**config.mk**
```make
export PLATFORM = sky130hd
export DESIGN_NAME = sorted_table
export DESIGN_NICKNAME = d
export VERILOG_FILES = /design/src/rtl/srt_tbl_pkg.sv /design/src/rtl/srt_tbl_ram.sv /design/src/rtl/srt_tbl_dp.sv /design/src/rtl/srt_tbl_ctrl.sv /design/src/rtl/sorted_table.sv
export SDC_FILE = /design/constraint.sdc
export NUM_CORES = 2
export LEC_CHECK = 0
export ABC_AREA = 1
export BUFFER_PORTS_ARGS = -buffer_cell sky130_fd_sc_hd__buf_2
export CAP_MARGIN = 20
export CORE_MARGIN = 2
export CORE_UTILIZATION = 50
export DETAILED_ROUTE_END_ITERATION = 10
export PLACE_DENSITY = 0.7
export SKIP_CTS_REPAIR_TIMING = 1
export SLEW_MARGIN = 20
export SYNTH_ARGS = -nofsm -noshare
export SYNTH_HDL_FRONTEND = slang
export SYNTH_SLANG_ARGS = --single-unit
```
**constraint.sdc**
```tcl
create_clock -name clk -period 5.5 [get_ports clk]
set_input_delay 1.1 -clock clk [delete_from_list [all_inputs] [get_ports clk]]
set_output_delay 1.1 -clock clk [all_outputs]
set_load 0.005 [all_outputs]
```
**src/rtl/srt_tbl_pkg.sv**
```systemverilog
package srt_tbl_pkg;

  localparam int OP_W    = 3;
  localparam int VAL_W   = 32;
  localparam int SLOT_W  = 7;
  localparam int COUNT_W = 7;

  typedef enum logic [2:0] {
    OP_INSERT     = 3'd0,
    OP_REMOVE_VAL = 3'd1,
    OP_REMOVE_AT  = 3'd2,
    OP_READ       = 3'd3,
    OP_FIND       = 3'd4
  } op_t;

  // Read address selection for the table memory.
  typedef enum logic [2:0] {
    RS_LO  = 3'd0,
    RS_MID = 3'd1,
    RS_POS = 3'd2,
    RS_PM1 = 3'd3,
    RS_PM2 = 3'd4,
    RS_PP1 = 3'd5,
    RS_PP2 = 3'd6
  } rsel_t;

  typedef enum logic [3:0] {
    S_IDLE,
    S_DISP,
    S_SRCH,
    S_SCMP,
    S_EVAL,
    S_READ,
    S_IPRIME,
    S_ISHIFT,
    S_IWRITE,
    S_DPRIME,
    S_DSHIFT,
    S_RESP
  } state_t;

  typedef struct packed {
    logic  load;
    rsel_t rsel;
    logic  srch_upd;
    logic  lo_from_pos;
    logic  p_from_fill;
    logic  p_from_lo;
    logic  shift_up;
    logic  shift_down;
    logic  wr_new;
    logic  fill_dec;
    logic  set_ok;
    logic  set_find;
    logic  set_read;
    logic  out_load;
  } cmd_t;

  typedef struct packed {
    logic [OP_W-1:0] op;
    logic            ins_room;
    logic            pos_ok;
    logic            srch_open;
    logic            hit;
    logic            p_eq_lo;
    logic            pm1_eq_lo;
    logic            pp1_end;
    logic            pp2_end;
    logic            out_free;
  } sts_t;

endpackage

```
**src/rtl/srt_tbl_ram.sv**
```systemverilog
module srt_tbl_ram #(
  parameter int WIDTH = 32,
  parameter int DEPTH = 64,
  localparam int AW = $clog2(DEPTH)
) (
  input  logic             clk,
  input  logic             we,
  input  logic [AW-1:0]    waddr,
  input  logic [WIDTH-1:0] wdata,
  input  logic [AW-1:0]    raddr,
  output logic [WIDTH-1:0] rdata
);

  logic [WIDTH-1:0] mem [DEPTH];

  always_ff @(posedge clk) begin
    if (we) begin
      mem[waddr] <= wdata;
    end
    rdata <= mem[raddr];
  end

endmodule

```
**src/rtl/srt_tbl_dp.sv**
```systemverilog
module srt_tbl_dp #(
  parameter int CAPACITY = 64
) (
  input  logic                                clk,
  input  logic                                rst_n,
  input  logic [srt_tbl_pkg::OP_W-1:0]        in_op,
  input  logic [srt_tbl_pkg::VAL_W-1:0]       in_item_value,
  input  logic [srt_tbl_pkg::SLOT_W-1:0]      in_slot_index,
  input  logic                                out_stall,
  output logic                                out_valid,
  output logic                                out_ok,
  output logic [srt_tbl_pkg::VAL_W-1:0]       out_read_value,
  output logic                                out_found,
  output logic [srt_tbl_pkg::COUNT_W-1:0]     out_found_position,
  output logic [srt_tbl_pkg::COUNT_W-1:0]     out_entry_count,
  input  srt_tbl_pkg::cmd_t                   cmd,
  output srt_tbl_pkg::sts_t                   sts
);

  localparam int CW = $clog2(CAPACITY + 1);
  localparam int AW = $clog2(CAPACITY);
  localparam int XW = (CW + 1 > srt_tbl_pkg::COUNT_W) ? CW + 1 : srt_tbl_pkg::COUNT_W;

  logic [srt_tbl_pkg::OP_W-1:0]    op_r;
  logic [srt_tbl_pkg::VAL_W-1:0]   val_r;
  logic [srt_tbl_pkg::SLOT_W-1:0]  pos_r;
  logic [CW-1:0]                   fill_r, fill_nxt;
  logic [CW-1:0]                   lo_r, lo_nxt;
  logic [CW-1:0]                   hi_r, hi_nxt;
  logic [CW-1:0]                   p_r, p_nxt;
  logic                            res_ok_r;
  logic [srt_tbl_pkg::VAL_W-1:0]   res_rd_r;
  logic                            res_fnd_r;
  logic [srt_tbl_pkg::COUNT_W-1:0] res_fpos_r;
  logic                            out_valid_r, out_valid_nxt;
  logic                            out_ok_r;
  logic [srt_tbl_pkg::VAL_W-1:0]   out_rd_r;
  logic                            out_fnd_r;
  logic [srt_tbl_pkg::COUNT_W-1:0] out_fpos_r;
  logic [srt_tbl_pkg::COUNT_W-1:0] out_cnt_r;

  logic [CW:0]                     mid_sum;
  logic [CW-1:0]                   mid;
  logic [XW-1:0]                   pos_x, fill_x, pos_m1, fpos_sum;
  logic [CW-1:0]                   p_m1, p_m2;
  logic [CW:0]                     p_p1, p_p2;
  logic                            less;
  logic                            we;
  logic [AW-1:0]                   waddr, raddr;
  logic [srt_tbl_pkg::VAL_W-1:0]   wdata, rdata;

  srt_tbl_ram #(
    .WIDTH(srt_tbl_pkg::VAL_W),
    .DEPTH(CAPACITY)
  ) u_ram (
    .clk  (clk),
    .we   (we),
    .waddr(waddr),
    .wdata(wdata),
    .raddr(raddr),
    .rdata(rdata)
  );

  assign mid_sum  = {1'b0, lo_r} + {1'b0, hi_r};
  assign mid      = mid_sum[CW:1];
  assign pos_x    = XW'(pos_r);
  assign fill_x   = XW'(fill_r);
  assign pos_m1   = pos_x - XW'(1);
  assign fpos_sum = XW'(lo_r) + XW'(1);
  assign p_m1     = p_r - CW'(1);
  assign p_m2     = p_r - CW'(2);
  assign p_p1     = {1'b0, p_r} + (CW+1)'(1);
  assign p_p2     = {1'b0, p_r} + (CW+1)'(2);
  assign less     = rdata < val_r;

  always_comb begin
    case (cmd.rsel)
      srt_tbl_pkg::RS_LO:  raddr = lo_r[AW-1:0];
      srt_tbl_pkg::RS_MID: raddr = mid[AW-1:0];
      srt_tbl_pkg::RS_POS: raddr = pos_m1[AW-1:0];
      srt_tbl_pkg::RS_PM1: raddr = p_m1[AW-1:0];
      srt_tbl_pkg::RS_PM2: raddr = p_m2[AW-1:0];
      srt_tbl_pkg::RS_PP1: raddr = p_p1[AW-1:0];
      srt_tbl_pkg::RS_PP2: raddr = p_p2[AW-1:0];
      default:             raddr = lo_r[AW-1:0];
    endcase
  end

  // A shift step moves the word just read into the slot the pointer names.
  assign we    = cmd.shift_up || cmd.shift_down || cmd.wr_new;
  assign waddr = cmd.wr_new ? lo_r[AW-1:0] : p_r[AW-1:0];
  assign wdata = cmd.wr_new ? val_r : rdata;

  always_comb begin
    sts.op        = op_r;
    sts.ins_room  = fill_r < CW'(CAPACITY);
    sts.pos_ok    = (pos_r != '0) && (pos_x <= fill_x);
    sts.srch_open = lo_r < hi_r;
    sts.hit       = (lo_r < fill_r) && (rdata == val_r);
    sts.p_eq_lo   = p_r == lo_r;
    sts.pm1_eq_lo = p_m1 == lo_r;
    sts.pp1_end   = p_p1 >= {1'b0, fill_r};
    sts.pp2_end   = p_p2 >= {1'b0, fill_r};
    sts.out_free  = !out_valid_r || !out_stall;
  end

  always_comb begin
    lo_nxt = lo_r;
    hi_nxt = hi_r;
    if (cmd.load) begin
      lo_nxt = '0;
      hi_nxt = fill_r;
    end else if (cmd.srch_upd) begin
      if (less) begin
        lo_nxt = mid + CW'(1);
      end else begin
        hi_nxt = mid;
      end
    end else if (cmd.lo_from_pos) begin
      lo_nxt = pos_m1[CW-1:0];
    end
  end

  always_comb begin
    p_nxt = p_r;
    if (cmd.lo_from_pos) begin
      p_nxt = pos_m1[CW-1:0];
    end else if (cmd.p_from_fill) begin
      p_nxt = fill_r;
    end else if (cmd.p_from_lo) begin
      p_nxt = lo_r;
    end else if (cmd.shift_up) begin
      p_nxt = p_m1;
    end else if (cmd.shift_down) begin
      p_nxt = p_p1[CW-1:0];
    end
  end

  always_comb begin
    fill_nxt = fill_r;
    if (cmd.wr_new) begin
      fill_nxt = fill_r + CW'(1);
    end else if (cmd.fill_dec) begin
      fill_nxt = fill_r - CW'(1);
    end
  end

  always_comb begin
    out_valid_nxt = out_valid_r;
    if (cmd.out_load) begin
      out_valid_nxt = 1'b1;
    end else if (!out_stall) begin
      out_valid_nxt = 1'b0;
    end
  end

  always_ff @(posedge clk) begin
    if (!rst_n) begin
      fill_r      <= '0;
      out_valid_r <= 1'b0;
    end else begin
      fill_r      <= fill_nxt;
      out_valid_r <= out_valid_nxt;
    end
  end

  always_ff @(posedge clk) begin
    lo_r <= lo_nxt;
    hi_r <= hi_nxt;
    p_r  <= p_nxt;
    if (cmd.load) begin
      op_r       <= in_op;
      val_r      <= in_item_value;
      pos_r      <= in_slot_index;
      res_ok_r   <= 1'b0;
      res_rd_r   <= '0;
      res_fnd_r  <= 1'b0;
      res_fpos_r <= '0;
    end else begin
      if (cmd.set_ok || cmd.set_find || cmd.set_read) begin
        res_ok_r <= 1'b1;
      end
      if (cmd.set_find) begin
        res_fnd_r  <= sts.hit;
        res_fpos_r <= fpos_sum[srt_tbl_pkg::COUNT_W-1:0];
      end
      if (cmd.set_read) begin
        res_rd_r <= rdata;
      end
    end
    if (cmd.out_load) begin
      out_ok_r   <= res_ok_r;
      out_rd_r   <= res_rd_r;
      out_fnd_r  <= res_fnd_r;
      out_fpos_r <= res_fpos_r;
      out_cnt_r  <= fill_x[srt_tbl_pkg::COUNT_W-1:0];
    end
  end

  assign out_valid          = out_valid_r;
  assign out_ok             = out_ok_r;
  assign out_read_value     = out_rd_r;
  assign out_found          = out_fnd_r;
  assign out_found_position = out_fpos_r;
  assign out_entry_count    = out_cnt_r;

endmodule

```
**src/rtl/srt_tbl_ctrl.sv**
```systemverilog
module srt_tbl_ctrl (
  input  logic              clk,
  input  logic              rst_n,
  input  logic              in_valid,
  output logic              in_stall,
  input  srt_tbl_pkg::sts_t sts,
  output srt_tbl_pkg::cmd_t cmd
);

  srt_tbl_pkg::state_t state_r, state_nxt;

  always_ff @(posedge clk) begin
    if (!rst_n) begin
      state_r <= srt_tbl_pkg::S_IDLE;
    end else begin
      state_r <= state_nxt;
    end
  end

  always_comb begin
    state_nxt = state_r;
    case (state_r)
      srt_tbl_pkg::S_IDLE: begin
        if (in_valid) begin
          state_nxt = srt_tbl_pkg::S_DISP;
        end
      end
      srt_tbl_pkg::S_DISP: begin
        case (sts.op)
          srt_tbl_pkg::OP_INSERT:
            state_nxt = sts.ins_room ? srt_tbl_pkg::S_SRCH : srt_tbl_pkg::S_RESP;
          srt_tbl_pkg::OP_REMOVE_VAL,
          srt_tbl_pkg::OP_FIND:
            state_nxt = srt_tbl_pkg::S_SRCH;
          srt_tbl_pkg::OP_REMOVE_AT:
            state_nxt = sts.pos_ok ? srt_tbl_pkg::S_DPRIME : srt_tbl_pkg::S_RESP;
          srt_tbl_pkg::OP_READ:
            state_nxt = sts.pos_ok ? srt_tbl_pkg::S_READ : srt_tbl_pkg::S_RESP;
          default:
            state_nxt = srt_tbl_pkg::S_RESP;
        endcase
      end
      srt_tbl_pkg::S_SRCH: begin
        state_nxt = sts.srch_open ? srt_tbl_pkg::S_SCMP : srt_tbl_pkg::S_EVAL;
      end
      srt_tbl_pkg::S_SCMP: begin
        state_nxt = srt_tbl_pkg::S_SRCH;
      end
      srt_tbl_pkg::S_EVAL: begin
        case (sts.op)
          srt_tbl_pkg::OP_INSERT:
            state_nxt = srt_tbl_pkg::S_IPRIME;
          srt_tbl_pkg::OP_REMOVE_VAL:
            state_nxt = sts.hit ? srt_tbl_pkg::S_DPRIME : srt_tbl_pkg::S_RESP;
          default:
            state_nxt = srt_tbl_pkg::S_RESP;
        endcase
      end
      srt_tbl_pkg::S_READ: begin
        state_nxt = srt_tbl_pkg::S_RESP;
      end
      srt_tbl_pkg::S_IPRIME: begin
        state_nxt = sts.p_eq_lo ? srt_tbl_pkg::S_IWRITE : srt_tbl_pkg::S_ISHIFT;
      end
      srt_tbl_pkg::S_ISHIFT: begin
        if (sts.pm1_eq_lo) begin
          state_nxt = srt_tbl_pkg::S_IWRITE;
        end
      end
      srt_tbl_pkg::S_IWRITE: begin
        state_nxt = srt_tbl_pkg::S_RESP;
      end
      srt_tbl_pkg::S_DPRIME: begin
        state_nxt = sts.pp1_end ? srt_tbl_pkg::S_RESP : srt_tbl_pkg::S_DSHIFT;
      end
      srt_tbl_pkg::S_DSHIFT: begin
        if (sts.pp2_end) begin
          state_nxt = srt_tbl_pkg::S_RESP;
        end
      end
      srt_tbl_pkg::S_RESP: begin
        if (sts.out_free) begin
          state_nxt = srt_tbl_pkg::S_IDLE;
        end
      end
      default: begin
        state_nxt = srt_tbl_pkg::S_IDLE;
      end
    endcase
  end

  always_comb begin
    cmd      = '0;
    cmd.rsel = srt_tbl_pkg::RS_LO;
    in_stall = state_r != srt_tbl_pkg::S_IDLE;
    case (state_r)
      srt_tbl_pkg::S_IDLE: begin
        cmd.load = in_valid;
      end
      srt_tbl_pkg::S_DISP: begin
        case (sts.op)
          srt_tbl_pkg::OP_REMOVE_AT: begin
            cmd.lo_from_pos = sts.pos_ok;
            cmd.set_ok      = sts.pos_ok;
          end
          srt_tbl_pkg::OP_READ: begin
            cmd.rsel = srt_tbl_pkg::RS_POS;
          end
          default: begin
            cmd.rsel = srt_tbl_pkg::RS_LO;
          end
        endcase
      end
      srt_tbl_pkg::S_SRCH: begin
        // Once the window closes, fetch the word at the insertion point.
        cmd.rsel = sts.srch_open ? srt_tbl_pkg::RS_MID : srt_tbl_pkg::RS_LO;
      end
      srt_tbl_pkg::S_SCMP: begin
        cmd.srch_upd = 1'b1;
      end
      srt_tbl_pkg::S_EVAL: begin
        case (sts.op)
          srt_tbl_pkg::OP_INSERT: begin
            cmd.set_ok      = 1'b1;
            cmd.p_from_fill = 1'b1;
          end
          srt_tbl_pkg::OP_REMOVE_VAL: begin
            cmd.set_ok    = sts.hit;
            cmd.p_from_lo = sts.hit;
          end
          srt_tbl_pkg::OP_FIND: begin
            cmd.set_find = 1'b1;
          end
          default: begin
            cmd.set_ok = 1'b0;
          end
        endcase
      end
      srt_tbl_pkg::S_READ: begin
        cmd.set_read = 1'b1;
      end
      srt_tbl_pkg::S_IPRIME: begin
        cmd.rsel = srt_tbl_pkg::RS_PM1;
      end
      srt_tbl_pkg::S_ISHIFT: begin
        cmd.shift_up = 1'b1;
        cmd.rsel     = srt_tbl_pkg::RS_PM2;
      end
      srt_tbl_pkg::S_IWRITE: begin
        cmd.wr_new = 1'b1;
      end
      srt_tbl_pkg::S_DPRIME: begin
        cmd.rsel     = srt_tbl_pkg::RS_PP1;
        cmd.fill_dec = sts.pp1_end;
      end
      srt_tbl_pkg::S_DSHIFT: begin
        cmd.shift_down = 1'b1;
        cmd.rsel       = srt_tbl_pkg::RS_PP2;
        cmd.fill_dec   = sts.pp2_end;
      end
      srt_tbl_pkg::S_RESP: begin
        cmd.out_load = sts.out_free;
      end
      default: begin
        cmd.load = 1'b0;
      end
    endcase
  end

endmodule

```
**src/rtl/sorted_table.sv**
```systemverilog
// One item at a time: a read is addressed in S_DISP, captured in S_READ and sent to
// the output register from S_RESP once it is free. Search is binary: each step reads
// the middle entry through the table memory's read port in S_SRCH, then narrows in S_SCMP.
// Insert and remove shift entries singly; the next item is taken when the last leaves.
// Reset empties the table and the output register at once; there is no memory sweep.
module sorted_table #(
  parameter int CAPACITY = 64
) (
  input  logic                                clk,
  input  logic                                rst_n,
  input  logic                                in_valid,
  output logic                                in_stall,
  input  logic [srt_tbl_pkg::OP_W-1:0]        in_op,
  input  logic [srt_tbl_pkg::VAL_W-1:0]       in_item_value,
  input  logic [srt_tbl_pkg::SLOT_W-1:0]      in_slot_index,
  output logic                                out_valid,
  input  logic                                out_stall,
  output logic                                out_ok,
  output logic [srt_tbl_pkg::VAL_W-1:0]       out_read_value,
  output logic                                out_found,
  output logic [srt_tbl_pkg::COUNT_W-1:0]     out_found_position,
  output logic [srt_tbl_pkg::COUNT_W-1:0]     out_entry_count
);

  srt_tbl_pkg::cmd_t cmd;
  srt_tbl_pkg::sts_t sts;

  srt_tbl_ctrl u_ctrl (
    .clk     (clk),
    .rst_n   (rst_n),
    .in_valid(in_valid),
    .in_stall(in_stall),
    .sts     (sts),
    .cmd     (cmd)
  );

  srt_tbl_dp #(
    .CAPACITY(CAPACITY)
  ) u_dp (
    .clk               (clk),
    .rst_n             (rst_n),
    .in_op             (in_op),
    .in_item_value     (in_item_value),
    .in_slot_index     (in_slot_index),
    .out_stall         (out_stall),
    .out_valid         (out_valid),
    .out_ok            (out_ok),
    .out_read_value    (out_read_value),
    .out_found         (out_found),
    .out_found_position(out_found_position),
    .out_entry_count   (out_entry_count),
    .cmd               (cmd),
    .sts               (sts)
  );

endmodule

```
==> results by group <==
Clock network
  – TritonCTS clock tree: built
  – CTS H-Tree Depth: 4
  – Clock Sinks: 2244
  – Clock buffer depth: 3
  – Root Buffer: clkbuf_16
  – Worst-path clk slew: 0.06 ns
  – CTS buffer count: 221
  – Skew-Pair Late Insertion Delay: 0.86 ns

Final layout
  – Layout area overhead: 12.1%
  – Antenna diode instance count: 0
  – Layout Nets: 9645
  – Share of layout cells above drive strength 1: 0.0829
  – Fill cells: 15897

Global route
  – Initial antenna violation count: 2
  – Largest net degree at the start of global routing: 194
  – First-pass GRT wire length: 422000 um
  – Total track usage: 0.277
  – Number of global-route vias before repair: 66144
  – Remaining Overflow, GRT: 0

Place
  – IO Port Bufs: 95
  – Routability cong.: 0.928
  – DP Wirelength: 161000 um

Critical path
  – Worst Path Required: 6.23 ns
  – Worst Setup Start Kind: flop
  – Critical path type: flop to flop
  – Critical Path End Type: flop
  – Worst Path Max Fanout: 82
  – Cells on worst reg2reg path: 18
  – Arrival time worst endpoint: 5.73 ns

Logic synthesis
  – Primary FF master, synth: edfxtp_1
  – Largest family of logic cells by synthesized area: simple AND/OR/NAND/NOR gates
  – Multiplexer area fraction after synthesis: 0
  – Synth Area in XOR/XNOR: 0.00352
  – Flops & latches, synth: 2244
  – Mapped Nets: 9613
  – Mean post-synth cell area: 10.5 um^2
  – EDFF count, synth: 2152
  – Seq/Total Area, Yosys: 0.667
  – Post-synth ARST share: 0
  – Post-synthesis cell area: 99600 um^2
  – Yosys Warn Count: 0
  – Complex-gate fraction of the synthesized area: 0.0132
  – Synth Instances: 9481
  – Adder and majority cell fraction of the synthesized area: 0.0110
  – Synth unique cells: 50
  – Post-synthesis simple-gate area fraction: 0.216

Route
  – Drt first pass iters: 8
  – Drt initial violations: 9810
  – Drt total wl: 286000 um
  – Post-route ant nets: 0
  – Vias: 70179
  – Via/cell ratio: 5.68
  – Wirelength per Cell: 23.2 um
  – Residual DRC: 0

Die
  – I/O pin count: 96
  – Die area: 203000 um^2
  – Core box area: 198000 um^2
  – Die W: 450 um
  – Rows: 163
  – Die height: 450 um
  – Initial core utilization: 0.504

Timing
  – Slew headroom: 0.252
  – Clock period minus worst slack: 5.00 ns
  – Max Clock Freq: 0.200 GHz
  – RSZ-0062 raised after global routing: false
  – Final setup fails: 0
  – Clock skew: 0.0475 ns
  – Setup TNS: 0 ns
  – Final Hold Viols: 0
  – Fin. max-slew vios: 0
  – Tightest Pin Transition: 1.12 ns
  – Period utilisation layout: 0.909

Worst hold path
  – WHS Path Cells: 0
  – HP Class: flop to flop

Status
  – Status: finished clean

Run
  – Max-cap viol count: 0
-- per-stage QoR --
| stage | worst slack (ns) | cells | instance area, um^2 | hold slack, ns | util |
|---|---|---|---|---|---|
| floorplan | 0.879 | 9481 | 99600 | 0.403 | - |
| global placement | 0.764 | 11928 | 104000 | 0.408 | 0.528 |
| CTS | 0.717 | 12345 | 112000 | 0.370 | 0.565 |
| global route | 0.345 | 12346 | 112000 | 0.390 | 0.565 |
| finish | 0.503 | 12346 | 112000 | 0.421 | 0.565 |
| detailed placement | 0.704 | 11929 | 104000 | 0.410 | 0.528 |
-- logic make-up after synthesis --
family / Yosys count
AOI/OAI and AO/OA: 242
xor gates and xnor gates: 40
adders and majority gates: 86
buffers and inverters: 2245
DFF: 2244
and+or+nand+nor: 4624
-- worst max-delay path, stage by stage, from the launching register on --
cell     delay (ns)
dfxtp_1        0.64
ha_1           0.29
nand2_1        0.09
inv_1          0.07
nand2_1        0.05
nand2_1        0.05
nand2_1        0.08
nand3_1        0.18
nand3_2        0.39
nand4_1        0.37
buf_12         0.43
buf_4          0.94
nand3_1        0.19
nand3_1        0.19
nand3_1        0.09
nand3_1        0.12
nand3_1        0.20
nand3_1        0.30
nand2_1        0.11
-- layout by cell type (no fill, tap or decap), drive strengths merged, types with 92 or more instances in the layout --
master and count:
buf 344, clkbuf 294, dfxtp 92, edfxtp 2152, inv 1714, nand2 1881, nand3 2146, nand3b 354
nor2 198, o21ai 131
-- cell type report --
class / count / area, um^2 / share of cell area
flip-flops and latches: 2244 / 66500 / 0.595
multi-input cells: 4992 / 25200 / 0.226
inverters: 1709 / 6440 / 0.0576
clock buffers: 293 / 6090 / 0.0545
well taps: 2640 / 3300 / 0.0296
repair buffers: 345 / 2890 / 0.0259
clock inverters: 123 / 1330 / 0.0119
-- synth_stat cells (14+ instances only) --
master / n / area share
nor2_1: 194 / 0.0073
buf_1: 54 / 0.0020
buf_2: 264 / 0.013
xor2_1: 26 / 0.0023
xnor2_1: 14 / 0.0012
o21ai_0: 128 / 0.0064
dfxtp_1: 92 / 0.018
nand2_1: 1879 / 0.071
edfxtp_1: 2152 / 0.65
inv_1: 1697 / 0.064
a21oi_1: 66 / 0.0033
nand4_1: 24 / 0.0015
ha_1: 84 / 0.011
nand3_1: 2145 / 0.11
clkbuf_1: 178 / 0.0067
buf_4: 40 / 0.0030
nand3b_1: 354 / 0.027
-- path summary, 6_finish.rpt --
kind	startpoint	endpoint	slack, ns
max reg2reg	u_dp.lo_r[2]	u_dp.u_ram.rdata[30]	0.50
min reg2reg	u_dp.res_rd_r[3]	u_dp.out_read_value[3]	0.42
max	u_dp.lo_r[2]	u_dp.u_ram.rdata[30]	0.50
min	u_dp.res_rd_r[3]	u_dp.out_read_value[3]	0.42
-- registers in the layout, indices dropped and copies added, names as in the netlist, 7 cells and up --
register	flops
u_dp.out_found_position	7
u_dp.hi_r	7
u_dp.pos_r	7
u_dp.u_ram.mem	2048
u_dp.u_ram.rdata	32
u_dp.lo_r	7
u_dp.p_r	7
u_dp.val_r	32
u_dp.fill_r	7
u_dp.out_read_value	32
u_dp.res_fpos_r	7
u_dp.out_entry_count	7
u_dp.res_rd_r	32
-- routing by layer --
metal	track usage	vias to the layer above	wire, um
met3	0.0457	691	30600
met4	0.135	2	15100
li1	-	31703	-
met2	0.437	4051	131000
met1	0.373	33732	109000
met5	0	-	18
Power is not shown: default switching activity piles up to over one toggle a cycle in this logic, so the estimate is an artifact.
